<file path="config.mk">
export PLATFORM = sky130hd
export DESIGN_NAME = grid_maze_dfs_solver
export DESIGN_NICKNAME = d
export VERILOG_FILES = /design/src/rtl/gmds_pkg.sv /design/src/rtl/gmds_ram.sv /design/src/rtl/gmds_ctrl.sv /design/src/rtl/gmds_datapath.sv /design/src/rtl/grid_maze_dfs_solver.sv
export SDC_FILE = /design/constraint.sdc
export NUM_CORES = 2
export LEC_CHECK = 0
export BUFFER_PORTS_ARGS = -buffer_cell sky130_fd_sc_hd__clkbuf_2
export CAP_MARGIN = 20
export CORE_UTILIZATION = 50
export DETAILED_ROUTE_END_ITERATION = 10
export GPL_TIMING_DRIVEN = 0
export PLACE_DENSITY = 0.69
export SYNTH_ARGS = -nofsm -noshare
export SYNTH_HDL_FRONTEND = slang
export SYNTH_SLANG_ARGS = --single-unit
</file>
<file path="constraint.sdc">
create_clock -name clk -period 14.63 [get_ports clk]
set_input_delay 2.1945 -clock clk [delete_from_list [all_inputs] [get_ports clk]]
set_output_delay 2.1945 -clock clk [all_outputs]
set_load 0.005 [all_outputs]
</file>
<file path="src/rtl/gmds_pkg.sv">
// gmds_pkg: shared types, codes and constants for the grid maze depth-first solver
// no dependencies; used by every module under rtl

package gmds_pkg;

    // default grid capacity
    localparam int DEFAULT_MAX_CELLS = 256;

    // fixed field widths
    localparam int MODE_W       = 2;
    localparam int CELL_INDEX_W = 8;
    localparam int CODE_W       = 2;
    localparam int MARK_W       = 3;
    localparam int DIR_W        = 3;
    localparam int ROW_WIDTH_W  = 7;
    localparam int CELL_COUNT_W = 9;
    localparam int START_CELL_W = 8;
    localparam int APB_ADDR_W   = 4;
    localparam int APB_DATA_W   = 32;

    // item modes
    localparam logic [MODE_W-1:0] MODE_WRITE  = 2'd0;
    localparam logic [MODE_W-1:0] MODE_SEARCH = 2'd1;
    localparam logic [MODE_W-1:0] MODE_READ   = 2'd2;

    // cell code with no meaning, stored as a wall
    localparam logic [CODE_W-1:0] CODE_UNUSED = 2'd3;

    // cell marks
    localparam logic [MARK_W-1:0] MARK_OPEN = 3'd0;
    localparam logic [MARK_W-1:0] MARK_WALL = 3'd1;
    localparam logic [MARK_W-1:0] MARK_GOAL = 3'd2;
    localparam logic [MARK_W-1:0] MARK_DEAD = 3'd3;
    localparam logic [MARK_W-1:0] MARK_PATH = 3'd4;
    localparam logic [MARK_W-1:0] MARK_DONE = 3'd5;

    // neighbour probe order
    localparam logic [DIR_W-1:0] DIR_RIGHT = 3'd0;
    localparam logic [DIR_W-1:0] DIR_DOWN  = 3'd1;
    localparam logic [DIR_W-1:0] DIR_LEFT  = 3'd2;
    localparam logic [DIR_W-1:0] DIR_UP    = 3'd3;
    localparam logic [DIR_W-1:0] DIR_DONE  = 3'd4;

    // configuration register indexes
    localparam logic [1:0] REG_ROW_WIDTH  = 2'd0;
    localparam logic [1:0] REG_CELL_COUNT = 2'd1;
    localparam logic [1:0] REG_START_CELL = 2'd2;

    // configuration reset values
    localparam logic [ROW_WIDTH_W-1:0]  RESET_ROW_WIDTH  = 7'd21;
    localparam logic [CELL_COUNT_W-1:0] RESET_CELL_COUNT = 9'd231;
    localparam logic [START_CELL_W-1:0] RESET_START_CELL = 8'd1;

    typedef struct packed {
        logic [ROW_WIDTH_W-1:0]  row_width;
        logic [CELL_COUNT_W-1:0] cell_count;
        logic [START_CELL_W-1:0] start_cell;
    } cfg_t;

    // commands from the controller to the datapath
    typedef struct packed {
        logic latch_in;
        logic wr_cell;
        logic rd_cell;
        logic init_search;
        logic step_probe;
        logic probe_read;
        logic probe_apply;
        logic pop;
        logic pop_load;
        logic path_top;
        logic path_rd;
        logic path_wr;
        logic finish;
        logic load_out;
    } dp_cmd_t;

    // status from the datapath to the controller
    typedef struct packed {
        logic probe_ok;
        logic depth_zero;
        logic depth_one;
        logic top_exhausted;
        logic found;
        logic path_more;
        logic out_free;
    } dp_status_t;

endpackage

</file>
<file path="src/rtl/gmds_ram.sv">
// gmds_ram: generic single write port, single read port ram with registered read
// depends on gmds_pkg for default sizes

module gmds_ram #(
    parameter int WIDTH = gmds_pkg::MARK_W,
    parameter int DEPTH = gmds_pkg::DEFAULT_MAX_CELLS
) (
    input  logic                     clk,
    input  logic                     we,
    input  logic [$clog2(DEPTH)-1:0] waddr,
    input  logic [WIDTH-1:0]         wdata,
    input  logic                     re,
    input  logic [$clog2(DEPTH)-1:0] raddr,
    output logic [WIDTH-1:0]         rdata
);

    logic [WIDTH-1:0] mem [DEPTH];
    logic [WIDTH-1:0] rdata_reg;

    // write port and registered read port; read data holds while re is low
    always_ff @(posedge clk)
    begin
        if (we)
        begin
            mem[waddr] <= wdata;
        end
        if (re)
        begin
            rdata_reg <= mem[raddr];
        end
    end

    assign rdata = rdata_reg;

endmodule

</file>
<file path="src/rtl/gmds_ctrl.sv">
// gmds_ctrl: sequencer for cell writes, reads and the depth-first search
// depends on gmds_pkg for command, status and code definitions

module gmds_ctrl (
    input  logic                          clk,
    input  logic                          rst_n,
    input  logic                          in_valid,
    input  logic [gmds_pkg::MODE_W-1:0]   mode,
    input  gmds_pkg::dp_status_t          status,
    output logic                          in_ready,
    output gmds_pkg::dp_cmd_t             cmd
);

    localparam logic [3:0] ST_IDLE     = 4'd0;
    localparam logic [3:0] ST_WR       = 4'd1;
    localparam logic [3:0] ST_RD       = 4'd2;
    localparam logic [3:0] ST_INIT     = 4'd3;
    localparam logic [3:0] ST_STEP     = 4'd4;
    localparam logic [3:0] ST_PROBE    = 4'd5;
    localparam logic [3:0] ST_CHECK    = 4'd6;
    localparam logic [3:0] ST_POPW     = 4'd7;
    localparam logic [3:0] ST_PATH_TOP = 4'd8;
    localparam logic [3:0] ST_PATH_RD  = 4'd9;
    localparam logic [3:0] ST_PATH_WR  = 4'd10;
    localparam logic [3:0] ST_RESP     = 4'd11;

    logic [3:0] state_reg;
    logic [3:0] state_next;

    assign in_ready = (state_reg == ST_IDLE);

    // next state and command decode
    always_comb
    begin
        state_next = state_reg;
        cmd        = '0;
        unique case (state_reg)
            ST_IDLE:
            begin
                if (in_valid)
                begin
                    cmd.latch_in = 1'b1;
                    unique case (mode)
                        gmds_pkg::MODE_WRITE:  state_next = ST_WR;
                        gmds_pkg::MODE_SEARCH: state_next = ST_INIT;
                        gmds_pkg::MODE_READ:   state_next = ST_RD;
                        default:               state_next = ST_RESP;
                    endcase
                end
            end
            ST_WR:
            begin
                cmd.wr_cell = 1'b1;
                state_next  = ST_RESP;
            end
            ST_RD:
            begin
                cmd.rd_cell = 1'b1;
                state_next  = ST_RESP;
            end
            ST_INIT:
            begin
                cmd.init_search = 1'b1;
                state_next      = ST_PROBE;
            end
            ST_STEP:
            begin
                if (status.found)
                begin
                    if (status.depth_zero)
                    begin
                        cmd.finish = 1'b1;
                        state_next = ST_RESP;
                    end
                    else
                    begin
                        state_next = ST_PATH_TOP;
                    end
                end
                else if (status.depth_zero)
                begin
                    state_next = ST_RESP;
                end
                else if (status.top_exhausted)
                begin
                    cmd.pop    = 1'b1;
                    state_next = status.depth_one ? ST_STEP : ST_POPW;
                end
                else
                begin
                    cmd.step_probe = 1'b1;
                    state_next     = ST_PROBE;
                end
            end
            ST_PROBE:
            begin
                if (status.probe_ok)
                begin
                    cmd.probe_read = 1'b1;
                    state_next     = ST_CHECK;
                end
                else
                begin
                    state_next = ST_STEP;
                end
            end
            ST_CHECK:
            begin
                cmd.probe_apply = 1'b1;
                state_next      = ST_STEP;
            end
            ST_POPW:
            begin
                cmd.pop_load = 1'b1;
                state_next   = ST_STEP;
            end
            ST_PATH_TOP:
            begin
                cmd.path_top = 1'b1;
                state_next   = ST_PATH_RD;
            end
            ST_PATH_RD:
            begin
                if (status.path_more)
                begin
                    cmd.path_rd = 1'b1;
                    state_next  = ST_PATH_WR;
                end
                else
                begin
                    cmd.finish = 1'b1;
                    state_next = ST_RESP;
                end
            end
            ST_PATH_WR:
            begin
                cmd.path_wr = 1'b1;
                state_next  = ST_PATH_RD;
            end
            ST_RESP:
            begin
                if (status.out_free)
                begin
                    cmd.load_out = 1'b1;
                    state_next   = ST_IDLE;
                end
            end
            default:
            begin
                state_next = ST_IDLE;
            end
        endcase
    end

    // state register
    always_ff @(posedge clk or negedge rst_n)
    begin
        if (!rst_n)
        begin
            state_reg <= ST_IDLE;
        end
        else
        begin
            state_reg <= state_next;
        end
    end

endmodule

</file>
<file path="src/rtl/gmds_datapath.sv">
// gmds_datapath: cell store, search stack, top-of-stack registers and result register
// depends on gmds_pkg and gmds_ram

module gmds_datapath #(
    parameter int MAX_CELLS = gmds_pkg::DEFAULT_MAX_CELLS
) (
    input  logic                               clk,
    input  logic                               rst_n,
    input  gmds_pkg::cfg_t                     cfg,
    input  gmds_pkg::dp_cmd_t                  cmd,
    output gmds_pkg::dp_status_t               status,
    input  logic [gmds_pkg::MODE_W-1:0]        mode,
    input  logic [gmds_pkg::CELL_INDEX_W-1:0]  cell_index,
    input  logic [gmds_pkg::CODE_W-1:0]        cell_code,
    input  logic                               out_ready,
    output logic                               out_valid,
    output logic                               path_found,
    output logic [gmds_pkg::MARK_W-1:0]        cell_mark
);

    localparam int CW = $clog2(MAX_CELLS);
    localparam int DW = CW + 1;
    localparam int XW = (CW + 1 > 9) ? CW + 1 : 9;
    localparam int NW = ((CW > gmds_pkg::ROW_WIDTH_W) ? CW : gmds_pkg::ROW_WIDTH_W) + 2;
    localparam int SW = CW + gmds_pkg::DIR_W;

    // latched item
    logic [gmds_pkg::MODE_W-1:0]       mode_reg, mode_next;
    logic [gmds_pkg::CELL_INDEX_W-1:0] idx_reg, idx_next;
    logic [gmds_pkg::CODE_W-1:0]       code_reg, code_next;

    // search state
    logic                         found_reg, found_next;
    logic [DW-1:0]                depth_reg, depth_next;
    logic [CW-1:0]                top_pos_reg, top_pos_next;
    logic [gmds_pkg::DIR_W-1:0]   top_dir_reg, top_dir_next;
    logic [NW-1:0]                probe_pos_reg, probe_pos_next;
    logic [CW-1:0]                sweep_reg, sweep_next;

    // result register
    logic                         out_valid_reg, out_valid_next;
    logic                         path_found_reg, path_found_next;
    logic [gmds_pkg::MARK_W-1:0]  cell_mark_reg, cell_mark_next;

    // ram ports
    logic                         cell_we, cell_re;
    logic [CW-1:0]                cell_waddr, cell_raddr;
    logic [gmds_pkg::MARK_W-1:0]  cell_wdata, cell_rdata;
    logic                         stack_we, stack_re;
    logic [CW-1:0]                stack_waddr, stack_raddr;
    logic [SW-1:0]                stack_wdata, stack_rdata;

    logic [XW-1:0]                idx_ext;
    logic                         idx_ok;
    logic [CW-1:0]                idx_addr;
    logic [NW-1:0]                count_ext, usable, base, stride, step_pos;
    logic                         probe_ok;
    logic [CW-1:0]                probe_addr;
    logic [DW-1:0]                depth_m1, depth_m2;
    logic                         push_room, cell_open, cell_goal;
    logic [CW-1:0]                stack_pos;
    logic [gmds_pkg::DIR_W-1:0]   stack_dir;

    // index range check for cell writes and reads
    assign idx_ext  = XW'(idx_reg);
    assign idx_ok   = idx_ext < XW'(MAX_CELLS);
    assign idx_addr = idx_ext[CW-1:0];

    // usable cells are min(cell_count, MAX_CELLS); a negative probe is rejected
    assign count_ext  = NW'(cfg.cell_count);
    assign usable     = (count_ext < NW'(MAX_CELLS)) ? count_ext : NW'(MAX_CELLS);
    assign probe_ok   = !probe_pos_reg[NW-1] && (probe_pos_reg < usable);
    assign probe_addr = probe_pos_reg[CW-1:0];

    // neighbour of the top cell in the current direction
    assign base   = NW'(top_pos_reg);
    assign stride = NW'(cfg.row_width);
    always_comb
    begin
        case (top_dir_reg)
            gmds_pkg::DIR_RIGHT: step_pos = base + NW'(1);
            gmds_pkg::DIR_DOWN:  step_pos = base + stride;
            gmds_pkg::DIR_LEFT:  step_pos = base - NW'(1);
            default:             step_pos = base - stride;
        endcase
    end

    assign depth_m1  = depth_reg - DW'(1);
    assign depth_m2  = depth_reg - DW'(2);
    assign push_room = depth_reg != DW'(MAX_CELLS);
    assign cell_open = cell_rdata == gmds_pkg::MARK_OPEN;
    assign cell_goal = cell_rdata == gmds_pkg::MARK_GOAL;
    assign stack_pos = stack_rdata[SW-1:gmds_pkg::DIR_W];
    assign stack_dir = stack_rdata[gmds_pkg::DIR_W-1:0];

    // cell store port control
    always_comb
    begin
        cell_we    = 1'b0;
        cell_waddr = idx_addr;
        cell_wdata = gmds_pkg::MARK_OPEN;
        if (cmd.wr_cell && idx_ok)
        begin
            cell_we    = 1'b1;
            cell_wdata = (code_reg == gmds_pkg::CODE_UNUSED) ? gmds_pkg::MARK_WALL
                                                               : {1'b0, code_reg};
        end
        else if (cmd.probe_apply && (cell_open || cell_goal))
        begin
            cell_we    = 1'b1;
            cell_waddr = probe_addr;
            cell_wdata = cell_open ? gmds_pkg::MARK_DEAD : gmds_pkg::MARK_DONE;
        end
        else if (cmd.path_top)
        begin
            cell_we    = 1'b1;
            cell_waddr = top_pos_reg;
            cell_wdata = gmds_pkg::MARK_PATH;
        end
        else if (cmd.path_wr)
        begin
            cell_we    = 1'b1;
            cell_waddr = stack_pos;
            cell_wdata = gmds_pkg::MARK_PATH;
        end
    end

    assign cell_re    = (cmd.rd_cell && idx_ok) || cmd.probe_read;
    assign cell_raddr = cmd.probe_read ? probe_addr : idx_addr;

    // stack port control; the top entry lives in registers, the rest below it in ram
    assign stack_we    = cmd.probe_apply && cell_open && push_room && (depth_reg != '0);
    assign stack_waddr = depth_m1[CW-1:0];
    assign stack_wdata = {top_pos_reg, top_dir_reg};
    assign stack_re    = (cmd.pop && (depth_reg > DW'(1))) || cmd.path_rd;
    assign stack_raddr = cmd.path_rd ? sweep_reg : depth_m2[CW-1:0];

    gmds_ram #(
        .WIDTH (gmds_pkg::MARK_W),
        .DEPTH (MAX_CELLS)
    ) u_cell_ram (
        .clk   (clk),
        .we    (cell_we),
        .waddr (cell_waddr),
        .wdata (cell_wdata),
        .re    (cell_re),
        .raddr (cell_raddr),
        .rdata (cell_rdata)
    );

    gmds_ram #(
        .WIDTH (SW),
        .DEPTH (MAX_CELLS)
    ) u_stack_ram (
        .clk   (clk),
        .we    (stack_we),
        .waddr (stack_waddr),
        .wdata (stack_wdata),
        .re    (stack_re),
        .raddr (stack_raddr),
        .rdata (stack_rdata)
    );

    // next values of the datapath registers
    always_comb
    begin
        mode_next       = mode_reg;
        idx_next        = idx_reg;
        code_next       = code_reg;
        found_next      = found_reg;
        depth_next      = depth_reg;
        top_pos_next    = top_pos_reg;
        top_dir_next    = top_dir_reg;
        probe_pos_next  = probe_pos_reg;
        sweep_next      = sweep_reg;
        out_valid_next  = out_valid_reg;
        path_found_next = path_found_reg;
        cell_mark_next  = cell_mark_reg;

        if (cmd.latch_in)
        begin
            mode_next = mode;
            idx_next  = cell_index;
            code_next = cell_code;
        end

        if (cmd.init_search)
        begin
            found_next     = 1'b0;
            depth_next     = '0;
            probe_pos_next = NW'(cfg.start_cell);
        end

        if (cmd.step_probe)
        begin
            probe_pos_next = step_pos;
            top_dir_next   = top_dir_reg + gmds_pkg::DIR_W'(1);
        end

        // enter an open cell, or finish on a goal
        if (cmd.probe_apply)
        begin
            if (cell_open && push_room)
            begin
                top_pos_next = probe_addr;
                top_dir_next = gmds_pkg::DIR_RIGHT;
                depth_next   = depth_reg + DW'(1);
            end
            else if (cell_goal)
            begin
                found_next = 1'b1;
            end
        end

        if (cmd.pop)
        begin
            depth_next = depth_m1;
        end

        if (cmd.pop_load)
        begin
            top_pos_next = stack_pos;
            top_dir_next = stack_dir;
        end

        if (cmd.path_top)
        begin
            sweep_next = '0;
        end

        if (cmd.path_wr)
        begin
            sweep_next = sweep_reg + CW'(1);
        end

        if (cmd.finish)
        begin
            depth_next = '0;
        end

        // result register, freed by the downstream transaction
        if (cmd.load_out)
        begin
            out_valid_next  = 1'b1;
            path_found_next = found_reg;
            cell_mark_next  = ((mode_reg == gmds_pkg::MODE_READ) && idx_ok) ? cell_rdata
                                                                              : gmds_pkg::MARK_OPEN;
        end
        else if (out_ready)
        begin
            out_valid_next = 1'b0;
        end
    end

    // control registers
    always_ff @(posedge clk or negedge rst_n)
    begin
        if (!rst_n)
        begin
            found_reg     <= 1'b0;
            depth_reg     <= '0;
            out_valid_reg <= 1'b0;
        end
        else
        begin
            found_reg     <= found_next;
            depth_reg     <= depth_next;
            out_valid_reg <= out_valid_next;
        end
    end

    // payload registers
    always_ff @(posedge clk)
    begin
        mode_reg       <= mode_next;
        idx_reg        <= idx_next;
        code_reg       <= code_next;
        top_pos_reg    <= top_pos_next;
        top_dir_reg    <= top_dir_next;
        probe_pos_reg  <= probe_pos_next;
        sweep_reg      <= sweep_next;
        path_found_reg <= path_found_next;
        cell_mark_reg  <= cell_mark_next;
    end

    // status to the controller
    assign status.probe_ok      = probe_ok;
    assign status.depth_zero    = depth_reg == '0;
    assign status.depth_one     = depth_reg == DW'(1);
    assign status.top_exhausted = top_dir_reg == gmds_pkg::DIR_DONE;
    assign status.found         = found_reg;
    assign status.path_more     = (DW'(sweep_reg) + DW'(1)) < depth_reg;
    assign status.out_free      = !out_valid_reg || out_ready;

    assign out_valid  = out_valid_reg;
    assign path_found = path_found_reg;
    assign cell_mark  = cell_mark_reg;

    // the cell store is only probed inside the grid
    a_probe_in_grid: assert property (@(posedge clk) disable iff (!rst_n)
        cmd.probe_read |-> probe_ok)
        else $error("cell probe outside the grid");

    // a pop only takes an exhausted entry off a non-empty stack
    a_pop_valid: assert property (@(posedge clk) disable iff (!rst_n)
        cmd.pop |-> (depth_reg != '0) && (top_dir_reg == gmds_pkg::DIR_DONE))
        else $error("pop of an empty stack or an unfinished entry");

    // path marking only follows a reached goal
    a_path_after_goal: assert property (@(posedge clk) disable iff (!rst_n)
        (cmd.path_top || cmd.path_wr) |-> found_reg)
        else $error("path marked without a goal");

    // stack depth never passes the capacity
    a_depth_bound: assert property (@(posedge clk) disable iff (!rst_n)
        depth_reg <= DW'(MAX_CELLS))
        else $error("stack depth beyond capacity");

endmodule

</file>
<file path="src/rtl/grid_maze_dfs_solver.sv">
// grid_maze_dfs_solver: top level with apb configuration registers, controller and datapath
// depends on gmds_pkg, gmds_ctrl, gmds_datapath and gmds_ram
//
//   channel   handshake                  payload
//   in        in_valid / in_ready        mode, cell_index, cell_code
//   out       out_valid / out_ready      path_found, cell_mark
//   config    psel, penable, pwrite      paddr, pwdata, prdata (pready tied high)
//
// a cell write or a read goes from idle through its write or read state and the response
// state into the result register (an unused mode goes straight there); the next item is
// taken once back in idle. a search runs step, probe and check per probe inside the grid
// (check waits on the registered read of the cell store), step and probe outside it, step
// and popw per stack pop (step alone for the last), then path_top and path_rd, path_wr per
// further path cell. rst_n clears the controller, stack depth, found flag and result valid;
// cell contents are undefined until written. a new item is taken while a result waits; the
// block stalls at its result only if the previous result has not yet been taken.

module grid_maze_dfs_solver #(
    parameter int MAX_CELLS = gmds_pkg::DEFAULT_MAX_CELLS
) (
    input  logic                                clk,
    input  logic                                rst_n,
    input  logic                                in_valid,
    output logic                                in_ready,
    input  logic [gmds_pkg::MODE_W-1:0]         mode,
    input  logic [gmds_pkg::CELL_INDEX_W-1:0]   cell_index,
    input  logic [gmds_pkg::CODE_W-1:0]         cell_code,
    output logic                                out_valid,
    input  logic                                out_ready,
    output logic                                path_found,
    output logic [gmds_pkg::MARK_W-1:0]         cell_mark,
    input  logic                                psel,
    input  logic                                penable,
    input  logic                                pwrite,
    input  logic [gmds_pkg::APB_ADDR_W-1:0]     paddr,
    input  logic [gmds_pkg::APB_DATA_W-1:0]     pwdata,
    output logic [gmds_pkg::APB_DATA_W-1:0]     prdata,
    output logic                                pready
);

    gmds_pkg::cfg_t       cfg_reg;
    gmds_pkg::cfg_t       cfg_next;
    gmds_pkg::dp_cmd_t    cmd;
    gmds_pkg::dp_status_t status;
    logic                 cfg_write;
    logic [1:0]           reg_index;

    assign pready    = 1'b1;
    assign cfg_write = psel && penable && pwrite;
    assign reg_index = paddr[3:2];

    // configuration register write decode
    always_comb
    begin
        cfg_next = cfg_reg;
        if (cfg_write)
        begin
            unique case (reg_index)
                gmds_pkg::REG_ROW_WIDTH:
                    cfg_next.row_width  = pwdata[gmds_pkg::ROW_WIDTH_W-1:0];
                gmds_pkg::REG_CELL_COUNT:
                    cfg_next.cell_count = pwdata[gmds_pkg::CELL_COUNT_W-1:0];
                gmds_pkg::REG_START_CELL:
                    cfg_next.start_cell = pwdata[gmds_pkg::START_CELL_W-1:0];
                default:
                    cfg_next = cfg_reg;
            endcase
        end
    end

    // configuration read mux
    always_comb
    begin
        unique case (reg_index)
            gmds_pkg::REG_ROW_WIDTH:  prdata = gmds_pkg::APB_DATA_W'(cfg_reg.row_width);
            gmds_pkg::REG_CELL_COUNT: prdata = gmds_pkg::APB_DATA_W'(cfg_reg.cell_count);
            gmds_pkg::REG_START_CELL: prdata = gmds_pkg::APB_DATA_W'(cfg_reg.start_cell);
            default:                  prdata = '0;
        endcase
    end

    // configuration registers
    always_ff @(posedge clk or negedge rst_n)
    begin
        if (!rst_n)
        begin
            cfg_reg.row_width  <= gmds_pkg::RESET_ROW_WIDTH;
            cfg_reg.cell_count <= gmds_pkg::RESET_CELL_COUNT;
            cfg_reg.start_cell <= gmds_pkg::RESET_START_CELL;
        end
        else
        begin
            cfg_reg <= cfg_next;
        end
    end

    gmds_ctrl u_ctrl (
        .clk      (clk),
        .rst_n    (rst_n),
        .in_valid (in_valid),
        .mode     (mode),
        .status   (status),
        .in_ready (in_ready),
        .cmd      (cmd)
    );

    gmds_datapath #(
        .MAX_CELLS (MAX_CELLS)
    ) u_datapath (
        .clk        (clk),
        .rst_n      (rst_n),
        .cfg        (cfg_reg),
        .cmd        (cmd),
        .status     (status),
        .mode       (mode),
        .cell_index (cell_index),
        .cell_code  (cell_code),
        .out_ready  (out_ready),
        .out_valid  (out_valid),
        .path_found (path_found),
        .cell_mark  (cell_mark)
    );

endmodule

</file>
==> results_dict.tcl <==
set metrics [dict create \
    multi_input_area_um2 33700 \
    vias 97600 \
    postCtsSetupBuffers 0 \
    cts_root_buf "clkbuf_16" \
    ios 94 \
    core_um2 294000 \
    grt_setup_unrepaired "false" \
    rows 199 \
    die-width_um 545 \
    first_pass_iters 9 \
    cts_max_level 5 \
    cts_buffers 375 \
    drc_errors 0 \
    async_flop_share_pct 1.06 \
    finalHoldWorstSlack_ns 0.529 \
    path_cells "buf_2, clkbuf_1, nand2_1, or2_2, xnor2_1, ha_1, nand4_1, a21oi_1, a21o_4, mux2i_4, buf_6, buf_6, buf_4, buf_2, nand2_1, nand3_1, nand4_1, a22oi_1, o22ai_1, a41oi_1, o221a_1" \
    yosysWarnings 0 \
    synth-seq-area-share_pct 74.9 \
    synth_cells 10100 \
    drv_slew 0 \
    max_stage_delay_ns 0.56 \
    synth_compound_area_share_pct 6.14 \
    placed_cell_area_um2 157000 \
    portBuffers 44 \
    clkSinkCount 3682 \
    antenna_found_initial 43 \
    grt_pass1_vias 91000 \
    clk_pin_slew_ns 0.06 \
    syn_avg_cell_area_um2 14.7 \
    slew_headroom_pct 10.7 \
    gp_congestion 1.04 \
    fin_area_um2 170000 \
    critPathKind "flop to flop" \
    cts_tree "built" \
    synthMuxAreaShare_pct 6.38 \
    finalCritPeriodShare_pct 53.1 \
    critPathCaptureType "flop" \
    ir_drop_v 0.000129 \
    hp-class "flop to flop" \
    synth_top_area_share_pct 74.1 \
    largest_reg_flops 2816 \
    drtIter0Drc 16200 \
    power.density_nw_per_um2 160 \
    drive_above_1_share_pct 13.2 \
    grt_first_pass_wirelength_mm 699 \
    clock_latency_ns 0.98 \
    max_cap_violations 0 \
    ys_types 86 \
    routed_wl_mm 512 \
    syn-cell-area_um2 147000 \
    status "finished clean" \
    setup_viol 0 \
    dp_hpwl_mm 363 \
    crit_required_ns 15.32 \
    synth_edf_count 3640 \
    dieArea_um2 297000 \
    fillers 22200 \
    synthXorXnorAreaFrac_pct 0.238 \
    synth_ff_type "edfxtp_1" \
    period_needed_ns 7.76 \
    yosysTopAreaCell "edfxtp_1" \
    synth_most_common_cell "edfxtp_1" \
    ys_ff_latch 3682 \
    path_max_fanout 10 \
    ff_latch_area_um2 110000 \
    synth_area_leaders "edfxtp_1 (74%), nand2_1 (5.2%), mux2i_1 (4.4%)" \
    ant_nets 0 \
    slowest_stage "buf_2" \
    synth_top_family_by_area "simple AND/OR/NAND/NOR gates" \
    via_per_inst 6.46 \
    worstPathArrival_ns 8.46 \
    overflow 0 \
    synth_common_cells "edfxtp_1 (3640), nand2_1 (2028), mux2i_1 (655), a21oi_1 (634), nor2_1 (581)" \
    ctsHoldBuffers 0 \
    finClkSkew_ns 0.125 \
    die_h_um 545 \
    fin_setup_tns_ns 0 \
    synth-adder-area-share_pct 0.426 \
    grt_max_degree 82 \
    synthSimpleGateAreaFrac_pct 9.56 \
    fmax_mhz 129 \
    worst_pin_slew_ns 1.33 \
    start_util_pct 50.2 \
    cts_resized 0 \
    track_usage_pct 33.9 \
    fin_nets 11000 \
    cts_buffer_depth 4 \
    hold_violations 0 \
    wl_per_cell_um 33.9 \
    leakage_nw 60.0 \
    start_kind "flop" \
    layout-area-overhead-vs-synth_pct 15.5 \
]
## report_power, final
group | switching [mW] | leakage [nW] | internal, mW
Combinational | 4.09 | 20.1 | 1.44
Sequential | 0.126 | 34.1 | 12.2
Clock | 4.15 | 5.80 | 5.29
Total | 8.37 | 60.0 | 18.9
## final timing paths
check                                                          start  depth (start not counted)                                   endpoint  slack [ns]
max                            u_datapath.sweep_reg[1]$_SDFFCE_PP0N_                         21  u_datapath.u_stack_ram.rdata[3]$_DFFE_PP_        6.87
min                        u_datapath.u_stack_ram.rdata[0]$_DFFE_PP_                          2          u_datapath.top_dir_reg[0]$_DFF_P_        0.53
max reg2reg                    u_datapath.sweep_reg[1]$_SDFFCE_PP0N_                         21  u_datapath.u_stack_ram.rdata[3]$_DFFE_PP_        6.87
min reg2reg                u_datapath.u_stack_ram.rdata[0]$_DFFE_PP_                          2          u_datapath.top_dir_reg[0]$_DFF_P_        0.53
max in group asynchronous                                      rst_n                          2                     cfg_reg[9]$_DFFE_PN1P_       13.05
min in group asynchronous                                      rst_n                          1                    cfg_reg[16]$_DFFE_PN0P_        1.06
## cell families (layout without fill, tap and decap cells)
group                      count (synthesis)  after routing
DFF                                     3682           3682
and+or+nand+nor                         3339           3339
AOI/OAI and AO/OA                       1466           1466
muxes                                    797            797
buffers and inverters                    683           1757
adders and majority gates                 49             49
xor gates and xnor gates                  40             40
other                                      2             61
## per-layer routing
layer,part of all wire (%),GRT usage [%],up-vias
met1,35,43.4,48400
met4,8.1,23.2,24
met2,44,51.0,7756
li1,-,-,39800
met3,13,8.80,1656
met5,0.031,0,-
## critical path: cells and delay by family, from the launching register on
kind,cells,cell delay (ns)
compound gates,6,2.32
xor+xnor,1,0.14
fa+ha+maj,1,0.30
buf+inv,6,2.49
flops,1,0.39
mux,1,0.53
simple gates,6,1.22
## stage by stage
stage	instances	power [mW]	setup WS, ns	utilization [%]
global placement	14000	17.8	-10.74	52.0
floorplan	10100	15.3	0.996	-
global route	15100	27.7	6.87	58.0
detailed placement	14300	17.8	6.75	53.6
finish	15100	27.3	6.87	58.0
CTS	15000	27.0	6.67	57.7
## placed cells by master, fill, tap and decap left out, types with 30 or more instances in the layout
cell type / synthesis / routed
buf_16: 0 / 116
nand4_1: 105 / 105
a211oi_1: 35 / 35
xnor2_1: 34 / 34
mux2i_1: 655 / 654
o22ai_1: 318 / 318
buf_6: 37 / 96
edfxtp_1: 3640 / 3640
a22oi_1: 30 / 30
inv_1: 48 / 48
a21oi_1: 634 / 634
buf_8: 3 / 33
or4_1: 63 / 63
clkinv_1: 2 / 79
clkbuf_1: 244 / 302
ha_1: 47 / 47
buf_2: 191 / 210
clkbuf_16: 0 / 379
a31oi_1: 106 / 106
a32oi_1: 39 / 39
nand2_1: 2028 / 2026
nor3_1: 66 / 66
buf_1: 52 / 64
nor4_1: 96 / 95
clkbuf_2: 0 / 57
a2111oi_0: 55 / 52
buf_4: 105 / 203
clkinv_2: 0 / 66
diode_2: 0 / 37
mux4_2: 110 / 110
nand3_1: 273 / 273
nor2_1: 581 / 580
o21ai_0: 86 / 84
## cell type report
class                           instances  area share, %
Buffer                                633           1.97
Clock buffer                          453           5.75
Timing Repair Buffer                  400           3.37
Tap cell                             3919           2.88
Inverter                               50          0.110
Multi-Input combinational cell       5715           19.8
Antenna cell                           37         0.0544
Clock inverter                        221           1.27
Sequential cell                      3682           64.8
(Power assumes the default switching activity.)
